<file path="src/sv/rgbhsv_pkg.sv">
// Shared constants and types for the RGB to HSV conversion pipeline.
`default_nettype none

package rgbhsv_pkg;

   // Fraction bits of saturation and of one hue sector.
   localparam int FRAC_BITS = 12;

   // Fixed field widths of the pixel and result channels.
   localparam int CHAN_W = 8;
   localparam int HUE_W  = 15;
   localparam int SAT_W  = 13;

   // Both divisions have a numerator no larger than the divisor, so the
   // quotient never exceeds 2^FRAC_BITS and the partial remainder fits in
   // one bit more than a channel.
   localparam int QUO_W           = FRAC_BITS + 1;
   localparam int REM_W           = CHAN_W + 1;
   localparam int DIV_STEPS       = FRAC_BITS + 1;
   localparam int STEPS_PER_STAGE = 2;
   localparam int DIV_STAGES      = (DIV_STEPS + STEPS_PER_STAGE - 1) / STEPS_PER_STAGE;

   // Two front stages, the divider stages and the output register.
   localparam int LATENCY = DIV_STAGES + 3;

   // Signed working width of the hue sum; holds six sectors plus a sign.
   localparam int HSUM_W = (FRAC_BITS + 4 > HUE_W + 1) ? FRAC_BITS + 4 : HUE_W + 1;
   // Working width for fitting the quotient to the saturation field.
   localparam int SATX_W = (QUO_W > SAT_W) ? QUO_W : SAT_W;

   typedef enum logic [1:0] {
      SECTOR_RED,
      SECTOR_GREEN,
      SECTOR_BLUE
   } sector_type;

   // Pixel information that rides alongside the two divisions.
   typedef struct packed {
      logic [CHAN_W-1:0] value;
      logic              undef;
      logic              neg;
      sector_type        sector;
      logic              last;
   } side_type;

   // One lane of the restoring divider.
   typedef struct packed {
      logic [REM_W-1:0]  rem;
      logic [CHAN_W-1:0] den;
      logic [QUO_W-1:0]  quo;
   } lane_type;

   // Everything one pipeline stage carries for one transaction.
   typedef struct packed {
      side_type side;
      lane_type sat;
      lane_type hue;
   } div_word_type;

endpackage

`default_nettype wire

</file>
<file path="src/sv/rgbhsv_front.sv">
// Front stages: channel maximum and minimum, sector choice, delta and hue difference.
`default_nettype none

module rgbhsv_front import rgbhsv_pkg::*; (
   input  wire logic              clock,
   input  wire logic              reset,
   input  wire logic              in_valid,
   input  wire logic [CHAN_W-1:0] red,
   input  wire logic [CHAN_W-1:0] green,
   input  wire logic [CHAN_W-1:0] blue,
   input  wire logic              last_in,
   output logic                   out_valid,
   output div_word_type           out_word
);

   logic              s1_valid_ff;
   logic [CHAN_W-1:0] s1_max_ff, s1_max_in;
   logic [CHAN_W-1:0] s1_min_ff, s1_min_in;
   sector_type        s1_sector_ff, s1_sector_in;
   logic [CHAN_W:0]   s1_diff_ff, s1_diff_in;
   logic              s1_last_ff;

   logic              s2_valid_ff;
   div_word_type      s2_word_ff, s2_word_in;

   logic [CHAN_W-1:0] delta;
   logic [CHAN_W:0]   abs_diff;
   logic              diff_neg;

   // Ties go to red first, then green, as the sector order requires.
   always_comb begin
      if (red >= green && red >= blue) begin
         s1_sector_in = SECTOR_RED;
         s1_max_in    = red;
         s1_diff_in   = {1'b0, green} - {1'b0, blue};
      end else if (green >= blue) begin
         s1_sector_in = SECTOR_GREEN;
         s1_max_in    = green;
         s1_diff_in   = {1'b0, blue} - {1'b0, red};
      end else begin
         s1_sector_in = SECTOR_BLUE;
         s1_max_in    = blue;
         s1_diff_in   = {1'b0, red} - {1'b0, green};
      end
      if (red <= green && red <= blue) begin
         s1_min_in = red;
      end else if (green <= blue) begin
         s1_min_in = green;
      end else begin
         s1_min_in = blue;
      end
   end

   always_comb begin
      delta    = s1_max_ff - s1_min_ff;
      diff_neg = s1_diff_ff[CHAN_W];
      abs_diff = diff_neg ? (~s1_diff_ff + 1'b1) : s1_diff_ff;

      s2_word_in.side.value  = s1_max_ff;
      s2_word_in.side.undef  = (delta == '0);
      s2_word_in.side.neg    = diff_neg;
      s2_word_in.side.sector = s1_sector_ff;
      s2_word_in.side.last   = s1_last_ff;

      s2_word_in.sat.rem = {1'b0, delta};
      s2_word_in.sat.den = s1_max_ff;
      s2_word_in.sat.quo = '0;

      s2_word_in.hue.rem = {1'b0, abs_diff[CHAN_W-1:0]};
      s2_word_in.hue.den = delta;
      s2_word_in.hue.quo = '0;
   end

   always_ff @(posedge clock) begin
      if (reset) begin
         s1_valid_ff <= 1'b0;
         s2_valid_ff <= 1'b0;
      end else begin
         s1_valid_ff <= in_valid;
         s2_valid_ff <= s1_valid_ff;
      end
      s1_max_ff    <= s1_max_in;
      s1_min_ff    <= s1_min_in;
      s1_sector_ff <= s1_sector_in;
      s1_diff_ff   <= s1_diff_in;
      s1_last_ff   <= last_in;
      s2_word_ff   <= s2_word_in;
   end

   assign out_valid = s2_valid_ff;
   assign out_word  = s2_word_ff;

endmodule

`default_nettype wire

</file>
<file path="src/sv/rgbhsv_div.sv">
// Pipelined two-lane restoring divider for saturation and hue fraction.
`default_nettype none

module rgbhsv_div import rgbhsv_pkg::*; (
   input  wire logic          clock,
   input  wire logic          reset,
   input  wire logic          in_valid,
   input  wire div_word_type  in_word,
   output logic               out_valid,
   output div_word_type       out_word
);

   // One restoring step. The first step compares without a shift, since the
   // numerator never exceeds the divisor.
   function automatic lane_type div_step(input lane_type lane, input logic shift);
      lane_type         res;
      logic [REM_W-1:0] part;
      res  = lane;
      part = shift ? {lane.rem[REM_W-2:0], 1'b0} : lane.rem;
      if (part >= {1'b0, lane.den}) begin
         res.rem = part - {1'b0, lane.den};
         res.quo = {lane.quo[QUO_W-2:0], 1'b1};
      end else begin
         res.rem = part;
         res.quo = {lane.quo[QUO_W-2:0], 1'b0};
      end
      return res;
   endfunction

   div_word_type stage_ff [DIV_STAGES];
   div_word_type stage_in [DIV_STAGES];
   div_word_type src      [DIV_STAGES];
   logic         valid_ff [DIV_STAGES];

   always_comb begin
      int idx;
      src[0] = in_word;
      for (int s = 1; s < DIV_STAGES; s++) begin
         src[s] = stage_ff[s-1];
      end
      for (int s = 0; s < DIV_STAGES; s++) begin
         stage_in[s] = src[s];
         for (int j = 0; j < STEPS_PER_STAGE; j++) begin
            idx = s * STEPS_PER_STAGE + j;
            if (idx < DIV_STEPS) begin
               stage_in[s].sat = div_step(stage_in[s].sat, idx != 0);
               stage_in[s].hue = div_step(stage_in[s].hue, idx != 0);
            end
         end
      end
   end

   always_ff @(posedge clock) begin
      if (reset) begin
         for (int s = 0; s < DIV_STAGES; s++) begin
            valid_ff[s] <= 1'b0;
         end
      end else begin
         valid_ff[0] <= in_valid;
         for (int s = 1; s < DIV_STAGES; s++) begin
            valid_ff[s] <= valid_ff[s-1];
         end
      end
      for (int s = 0; s < DIV_STAGES; s++) begin
         stage_ff[s] <= stage_in[s];
      end
   end

   assign out_valid = valid_ff[DIV_STAGES-1];
   assign out_word  = stage_ff[DIV_STAGES-1];

endmodule

`default_nettype wire

</file>
<file path="src/sv/rgbhsv_back.sv">
// Output stage: hue assembly with sector offset and wrap, saturation fix-up, result register.
`default_nettype none

module rgbhsv_back import rgbhsv_pkg::*; (
   input  wire logic              clock,
   input  wire logic              reset,
   input  wire logic              in_valid,
   input  wire div_word_type      in_word,
   output logic                   out_valid,
   output logic [HUE_W-1:0]       hue,
   output logic [SAT_W-1:0]       saturation,
   output logic [CHAN_W-1:0]      value,
   output logic                   hue_undefined,
   output logic                   last_out
);

   logic              valid_ff;
   logic [HUE_W-1:0]  hue_ff, hue_in;
   logic [SAT_W-1:0]  sat_ff, sat_in;
   logic [CHAN_W-1:0] value_ff;
   logic              undef_ff;
   logic              last_ff;

   logic              round_up;
   logic [QUO_W:0]    frac_mag;
   logic [HSUM_W-1:0] base;
   logic [HSUM_W-1:0] hue_sum;
   logic [SATX_W-1:0] sat_wide;

   // A negative difference is floored: the magnitude rounds up when the
   // division left a remainder.
   always_comb begin
      round_up = in_word.side.neg && (in_word.hue.rem != '0);
      frac_mag = {1'b0, in_word.hue.quo} + (QUO_W + 1)'(round_up);
      case (in_word.side.sector)
         SECTOR_RED:   base = '0;
         SECTOR_GREEN: base = HSUM_W'(2) << FRAC_BITS;
         SECTOR_BLUE:  base = HSUM_W'(4) << FRAC_BITS;
         default:      base = '0;
      endcase
      if (in_word.side.neg) begin
         hue_sum = base - HSUM_W'(frac_mag);
      end else begin
         hue_sum = base + HSUM_W'(frac_mag);
      end
      if (hue_sum[HSUM_W-1]) begin
         hue_sum = hue_sum + (HSUM_W'(6) << FRAC_BITS);
      end
      hue_in = in_word.side.undef ? '0 : hue_sum[HUE_W-1:0];

      // A black pixel divides by zero; its saturation is forced to zero.
      sat_wide = SATX_W'(in_word.sat.quo);
      sat_in   = (in_word.side.value == '0) ? '0 : sat_wide[SAT_W-1:0];
   end

   always_ff @(posedge clock) begin
      if (reset) begin
         valid_ff <= 1'b0;
      end else begin
         valid_ff <= in_valid;
      end
      hue_ff   <= hue_in;
      sat_ff   <= sat_in;
      value_ff <= in_word.side.value;
      undef_ff <= in_word.side.undef;
      last_ff  <= in_word.side.last;
   end

   assign out_valid     = valid_ff;
   assign hue           = hue_ff;
   assign saturation    = sat_ff;
   assign value         = value_ff;
   assign hue_undefined = undef_ff;
   assign last_out      = last_ff;

endmodule

`default_nettype wire

</file>
<file path="src/sv/rgb_to_hsv_converter.sv">
// Top level of the pipelined RGB to HSV converter.
//
//   Channel   Direction  Handshake            Payload
//   request   in         start, busy          req_red, req_green, req_blue, req_last_in
//   response  out        rsp_valid (strobe)   rsp_hue, rsp_saturation, rsp_value,
//                                             rsp_hue_undefined, rsp_last_out
//
// A transaction is accepted on every clock edge where start is high; busy is
// never raised, so one pixel can enter on every cycle.
// Each result passes through two front stages, one stage per two quotient bits of
// the two parallel restoring dividers, and the output register.
// Synchronous reset clears only the valid bits of the pipeline; data registers
// keep whatever they hold and are ignored until a valid bit reaches them.
// The receiver takes every strobed result, so the pipeline never stalls.
`default_nettype none

module rgb_to_hsv_converter import rgbhsv_pkg::*; (
   input  wire logic              clock,
   input  wire logic              reset,
   input  wire logic              start,
   output logic                   busy,
   input  wire logic [CHAN_W-1:0] req_red,
   input  wire logic [CHAN_W-1:0] req_green,
   input  wire logic [CHAN_W-1:0] req_blue,
   input  wire logic              req_last_in,
   output logic                   rsp_valid,
   output logic [HUE_W-1:0]       rsp_hue,
   output logic [SAT_W-1:0]       rsp_saturation,
   output logic [CHAN_W-1:0]      rsp_value,
   output logic                   rsp_hue_undefined,
   output logic                   rsp_last_out
);

   logic         accept;
   logic         front_valid;
   div_word_type front_word;
   logic         div_valid;
   div_word_type div_word;

   // The pipeline advances every cycle, so the request side is never held off.
   assign busy   = 1'b0;
   assign accept = start && !busy;

   // Maximum, minimum, sector and signed channel difference.
   rgbhsv_front u_front (
      .clock     (clock),
      .reset     (reset),
      .in_valid  (accept),
      .red       (req_red),
      .green     (req_green),
      .blue      (req_blue),
      .last_in   (req_last_in),
      .out_valid (front_valid),
      .out_word  (front_word)
   );

   // Saturation (delta over max) and hue fraction (|diff| over delta) side by side.
   rgbhsv_div u_div (
      .clock     (clock),
      .reset     (reset),
      .in_valid  (front_valid),
      .in_word   (front_word),
      .out_valid (div_valid),
      .out_word  (div_word)
   );

   // Sector offset, floor correction, wrap of negative hue, result register.
   rgbhsv_back u_back (
      .clock         (clock),
      .reset         (reset),
      .in_valid      (div_valid),
      .in_word       (div_word),
      .out_valid     (rsp_valid),
      .hue           (rsp_hue),
      .saturation    (rsp_saturation),
      .value         (rsp_value),
      .hue_undefined (rsp_hue_undefined),
      .last_out      (rsp_last_out)
   );

endmodule

`default_nettype wire

</file>
<file path="config.mk">
export PLATFORM = sky130hd
export DESIGN_NAME = rgb_to_hsv_converter
export DESIGN_NICKNAME = d
export VERILOG_FILES = /design/src/sv/rgbhsv_pkg.sv /design/src/sv/rgbhsv_front.sv /design/src/sv/rgbhsv_div.sv /design/src/sv/rgbhsv_back.sv /design/src/sv/rgb_to_hsv_converter.sv
export SDC_FILE = /design/constraint.sdc
export NUM_CORES = 1
export LEC_CHECK = 0
export ABC_CLOCK_PERIOD_IN_PS = 12900
export BUFFER_PORTS_ARGS = -buffer_cell sky130_fd_sc_hd__buf_2
export CORE_MARGIN = 5
export CORE_UTILIZATION = 54
export DETAILED_ROUTE_END_ITERATION = 16
export GPL_TIMING_DRIVEN = 0
export HOLD_SLACK_MARGIN = 0.08
export PLACE_DENSITY = 0.71
export SLEW_MARGIN = 25
export SYNTH_ARGS = -nofsm -noshare
export SYNTH_HDL_FRONTEND = slang
export SYNTH_SLANG_ARGS = --single-unit
</file>
<file path="constraint.sdc">
create_clock -name clock -period 12.9 [get_ports clock]
set_input_delay 1.935 -clock clock [delete_from_list [all_inputs] [get_ports clock]]
set_output_delay 1.935 -clock clock [all_outputs]
set_load 0.005 [all_outputs]
</file>
== After elaboration in Yosys (flattened, before gate mapping) ==
Memories as Yosys holds them, arrays and structs flattened. A register that Yosys moved wholly into a read port is not among the register bits.
Index checks and enable logic that the tools add are counted.

* Reduce and logical (&&, ||, !) cells: 6
* Shift-type cells: 0
* Eq/ne operators: 2
* Multiplexer cells: 73
* $mul: 0
* Divide/modulo/power cells: 0
* Add/sub/neg operators: 35
* Bitwise operators: 8
* $lt $le $gt $ge: 32

{| class="wikitable"
|+ Operators by type and width
! cell !! number
|-
| 9-bit by 8-bit greater-or-equal comparator with 1-bit output || 24
|-
| 9-bit 2-to-1 mux || 16
|-
| 8-bit 2-to-1 mux || 17
|-
| 9-bit by 8-bit subtractor with 9-bit output || 14
|-
| 8-bit subtractor || 13
|-
| 8-bit greater-or-equal comparator || 5
|-
| 1-bit 2-to-1 mux || 36
|-
| 15-bit case mux with 2 select lines || 1
|-
| 8-bit by 8-bit subtractor with 9-bit output || 3
|-
| 8-bit <= comparator || 3
|-
| 15-bit by 14-bit adder with 16-bit output || 1
|-
| 8-bit zero test || 2
|-
| 16-bit 2-to-1 mux || 1
|-
| 15-bit by 14-bit subtractor with 16-bit output || 1
|-
| 15-bit adder (second input constant) || 1
|-
| 15-bit 2-to-1 mux || 1
|-
| 13-bit by 1-bit adder with 14-bit output || 1
|-
| 9-bit nonzero test || 1
|-
| 8-bit by 1-bit adder with 8-bit output (second input constant) || 1
|-
| 8-bit inverter || 1
|-
| 1-bit bitwise OR || 7
|-
| 1-bit logical AND || 3
|-
| 2-bit by 1-bit == test with 1-bit output (second input constant) || 1
|-
| 2-bit == test (second input constant) || 1
|-
| 2-bit 2-to-1 mux || 1
|}

* Input bits: 28
* Output and inout port bits: 40
* Memory bits (read-only): 0
* Flip-flop bits (word level): 97
* Memories kept: 2
* Bits in writable memories: 518
* Logic and storage cells: 177
* Latch bits: 0

{| class="wikitable"
|+ Memories
! memory !! words !! width !! read ports !! clocked after memory_dff !! write ports !! RTL line !! text
|-
| u_div.stage_ff || 7 || 73 || 7 || 0 || 7 || rgbhsv_div.sv:30 || <nowiki>div_word_type stage_ff [DIV_STAGES];</nowiki>
|-
| u_div.valid_ff || 7 || 1 || 7 || 1 || 7 || rgbhsv_div.sv:33 || <nowiki>logic valid_ff [DIV_STAGES];</nowiki>
|}

== Depth between registers and ports, before layout ==
An unclocked memory read counts as a cell.

* Depth in word-level cells: 8
* Depth in mapped cells: 26
* Depth with buffers taken out: 25

== By module ==
Synthesis repeated with hierarchy kept, for this count alone.

* Cells, all modules: 2603
* Area, all modules: 25612.1 um2

{| class="wikitable"
|+ Modules (own cells, without submodules)
! module !! cells an instance !! area each (um2) !! instances !! seq. area each (um2)
|-
| rgbhsv_div || 1948 || 19530.0 || 1 || 8688.3
|-
| rgbhsv_front || 402 || 3804.9 || 1 || 1181.1
|-
| rgbhsv_back || 251 || 2265.9 || 1 || 780.7
|-
| rgb_to_hsv_converter || 2 || 11.3 || 1 || 0.0
|}

== Least setup slack after synthesis ==
OpenSTA, ideal clock, no wires.

* Path type: register to register
* Start point: reg u_front.s2_word_ff (netlist bit u_front.out_word[51])
* End point: mem u_div.stage_ff[0][53] (netlist bit)
* Data required time: 12.779 ns
* Clock period less this slack: 5.040 ns
* Data arrival time: 4.919 ns
* Buffers on the path: 1
* Stages on the path, launching flop included: 27
* Setup time: 0.121 ns
* Path slack: 7.860 ns
* Cell sequence: dfxtp_1 inv_1 ha_1 inv_1 fa_1 a21o_1 a21oi_1 o21bai_1 a21oi_1 o31ai_1 a21o_1 a21oi_1 clkbuf_1 nor2_1 a21oi_1 inv_1 ha_1 nor2b_1 o21ai_0 a21boi_0 o21ai_0 nand2b_1 a21o_1 a21o_1 o22ai_1 o211ai_2 mux2_2

{| class="wikitable"
|+ RTL lines
! what !! RTL line !! text
|-
| start, declared || rgbhsv_front.sv:24 || <nowiki>div_word_type s2_word_ff, s2_word_in;</nowiki>
|-
| start signal, assigned || rgbhsv_front.sv:87 || <nowiki>s2_word_ff <= s2_word_in;</nowiki>
|-
| end, declared || rgbhsv_div.sv:30 ||
|}

==> impl_metrics.ini <==
[sta]
fin_hold_ws_ps = 314.2
fin_worst_skew_ps = 16.28
finalSetupTns_ps = 0
tightestPinTransition_ps = 719.7
grt_setup_unrepaired = false
final_max_slew_viol_count = 0
min_period_over_period = 0.4750
layout_min_cycle_time_ps = 6127
hold_violations = 0
report.final.setup_viol = 0
max_slew_margin = 0.5198
fmaxAchievable_mhz = 163.2

[clocking]
number_of_buffers_on_the_longest_clock_path = 3
hold_buffers = 0
clk_pin_slew_worst_paths_ps = 60
cts-resized-gates = 0
tritoncts_num_sinks = 459
post_cts_buffers = 0
tritoncts_clock_tree = yes
clock_tree.root_cell = sky130_fd_sc_hd__clkbuf_16
htreeDepth = 2
worst_skew_pair.late_latency_ps = 550
cts-buffers-inserted = 46

[yosys]
yosysWarnings = 0
syn-cell-area_um2 = 22770
synth-edff-count = 0
ys.flop_type = sky130_fd_sc_hd__dfxtp_1
leading_cell_types_by_total_area_after_synthesis = sky130_fd_sc_hd__dfxtp_1, sky130_fd_sc_hd__ha_1, sky130_fd_sc_hd__mux2_2
yosys.cell_count.top_type = sky130_fd_sc_hd__dfxtp_1
synthDominantCellAreaShare = 0.4036
syn-num-nets = 2583
post_synth_xor_area_fraction = 0.06364
syn-mean-instance-area_um2 = 9.894
synth_compound_area_frac = 0.1227
yosys.area.top_type = sky130_fd_sc_hd__dfxtp_1
synth_top_family_by_area = adder cells
post_synthesis_cells = 2301
async_flop_share = 0
yosys.area_share.simple = 0.1183
adder_cell_area_share_of_the_yosys_netlist = 0.1459
synth_sequential_area_ratio = 0.4036
synth.lib_cells_used.distinct = 82
synthTopCellsByCount = sky130_fd_sc_hd__dfxtp_1, sky130_fd_sc_hd__inv_1, sky130_fd_sc_hd__ha_1, sky130_fd_sc_hd__nor2_1, sky130_fd_sc_hd__mux2_2
synth.ff_latch_count = 459
yosys-mux-area-fraction = 0.09453

[worst_setup_path]
critical_path.max_fanout = 10
max_stage_delay_ps = 540
timing_worst_setup_path_type = reg -> reg
worst_path_dominant_cell_family = compound AO/OA/AOI/OAI gates
critical_path.reg2reg.endpoint = u_div.stage_ff[0][58]
worstSetupEndpointType = flip-flop
rr_worst_depth = 25
crit_path_top_delay_cell = sky130_fd_sc_hd__a21oi_1
worst_r2r_startpoint = u_front.out_word[65]
startpoint_type = flip-flop
number_of_buffer_and_inverter_stages_on_the_critical_path = 3
r2r_setup_slk_ps = 6770
cp.required_ps = 13340
crit_arrival_ps = 6570

[floorplanning]
initial_utilization = 0.5440
num_rows = 75
design.portCount = 68
die-area_um2 = 46370
placeable_area_um2 = 41850
die-height_um = 215.3
die_x_um = 215.3

[detailed_routing]
drcViolationCount = 0
detailedRoute.firstIterationViolations = 580
wl_per_cell_um = 14.13
antenna_nets_post_route = 0
detail_route.wirelength_mm = 42.23
route.detailed.vias_per_inst = 5.232
drt-pass1-iter-count = 5
num_vias = 15645

[global_routing]
grt_start_max_net_pins = 16
overflow = 0
grtUsageTotal = 0.1806
antenna_violations_before_repair = 0
grt_pass1_vias = 15998
grt_first_pass_wirelength_mm = 72.57

[status]
status = finished clean

[place]
gp_routability_congestion = 0.8697
hpwl_mm = 33.34
placedCellCount = 2906
port_buffers = 66

[layout]
layoutNonFillerInstCount = 2990
n_antenna_cell = 0
syn_to_final_growth_pct = 11.77
finish.net_count = 2697
final_layout_size_suffix_gt1_frac = 0.1452

[min_path]
min-delay-start = u_div.stage_ff[4][61]
holdPathEnd = u_div.stage_ff[5][61]
hold_path.class = reg -> reg
min_path_cells = 0

[job]
max-cap-violations = 0
metal layers:
metal  global-route usage  routed length [µm]  part of all wire  up-vias
li1                     -                   -                 -     8062
met3              0.02702                1420             0.034       71
met1               0.2128               18110              0.43     7284
met5                    0                   0                 0        -
met2               0.3384               21700              0.51      228
met4              0.05377                 995             0.024        0
cell usage in the layout, fill, tap and decap left out, drive strengths merged, types with 10 or more instances in the layout:
master,count
a41o,10
clkbuf,65
ha,235
nand2,100
nor2b,67
fa,19
a21o,41
nand2b,38
a31oi,14
a221oi,12
and2,20
nor3,24
inv,263
o21a,24
xor2,72
clkinv,12
mux2,144
nand4,27
nand3,23
a21oi,72
buf,82
nor2,195
mux2i,53
o31ai,10
dfxtp,459
o21ai,126
and3,16
a21boi,45
nor4,11
xnor2,90
worst max path at each step:
stage	depth (start not counted)	to	from	slack, ps
floorplan	26	u_div.stage_ff[0][53]	u_front.out_word[51]	7860
global route	25	u_div.stage_ff[0][53]	u_front.out_word[65]	6230
finish	25	u_div.stage_ff[0][58]	u_front.out_word[65]	6770
CTS	25	u_div.stage_ff[0][58]	u_front.out_word[65]	6830
detailed placement	25	u_div.stage_ff[0][58]	u_front.out_word[65]	6890
global placement	25	u_div.stage_ff[0][53]	u_front.out_word[65]	7030
worst reg2reg max path, cell delays in order (launching register included):
cell and delay (ps):
sky130_fd_sc_hd__dfxtp_1 510, sky130_fd_sc_hd__ha_1 240, sky130_fd_sc_hd__inv_1 60, sky130_fd_sc_hd__fa_1 420, sky130_fd_sc_hd__a21o_1 200, sky130_fd_sc_hd__a21oi_1 240
sky130_fd_sc_hd__o21bai_1 90, sky130_fd_sc_hd__a21oi_1 220, sky130_fd_sc_hd__o31ai_1 120, sky130_fd_sc_hd__a21o_1 200, sky130_fd_sc_hd__a21oi_1 540, sky130_fd_sc_hd__clkbuf_1 420
sky130_fd_sc_hd__nor2_1 80, sky130_fd_sc_hd__a21oi_1 300, sky130_fd_sc_hd__inv_1 100, sky130_fd_sc_hd__ha_1 310, sky130_fd_sc_hd__nor2b_1 130, sky130_fd_sc_hd__o21ai_0 200
sky130_fd_sc_hd__a21boi_0 150, sky130_fd_sc_hd__o21ai_0 170, sky130_fd_sc_hd__nand2b_1 110, sky130_fd_sc_hd__a21o_1 190, sky130_fd_sc_hd__a21o_1 200, sky130_fd_sc_hd__o22ai_1 170
sky130_fd_sc_hd__o211ai_2 280, sky130_fd_sc_hd__mux2_2 380
flip-flops by register name, indices dropped and copies added, names as in the netlist, 7 cells and up:
| register | flops |
|---|---|
| u_back.hue | 15 |
| u_back.saturation | 13 |
| u_back.value | 8 |
| u_div.stage_ff | 354 |
| u_div.valid_ff | 7 |
| u_front.out_word | 29 |
| u_front.s1_diff_ff | 9 |
| u_front.s1_max_ff | 8 |
| u_front.s1_min_ff | 8 |
final cells by class:
type,instances,area [µm²]
fill,3425,16410
multi-input combinational,1555,12410
sequential,459,9189
clock buffer,58,1300
inverter,263,987.2
tap,539,674.4
clock inverter,26,375.4
timing repair buffer,66,330.3
buffer,24,178.9
kinds of logic after synthesis:
family                     count (synthesis)
DFF                                      459
other                                      1
and+or+nand+nor                          543
buffers and inverters                    287
muxes                                    197
AOI/OAI and AO/OA                        397
adders and majority gates                254
xor gates and xnor gates                 163
through the flow:
stage	setup slack [ps]	instance area (µm²)	util
global placement	7032	23770	0.5680
detailed placement	6894	23770	0.5680
floorplan	7860	22770	-
finish	6773	25450	0.6080
global route	6228	25450	0.6080
CTS	6827	25450	0.6080
Power is left out: the tool's default activity adds up to more than one toggle a clock period on the data nets, which glitch-free logic cannot reach.
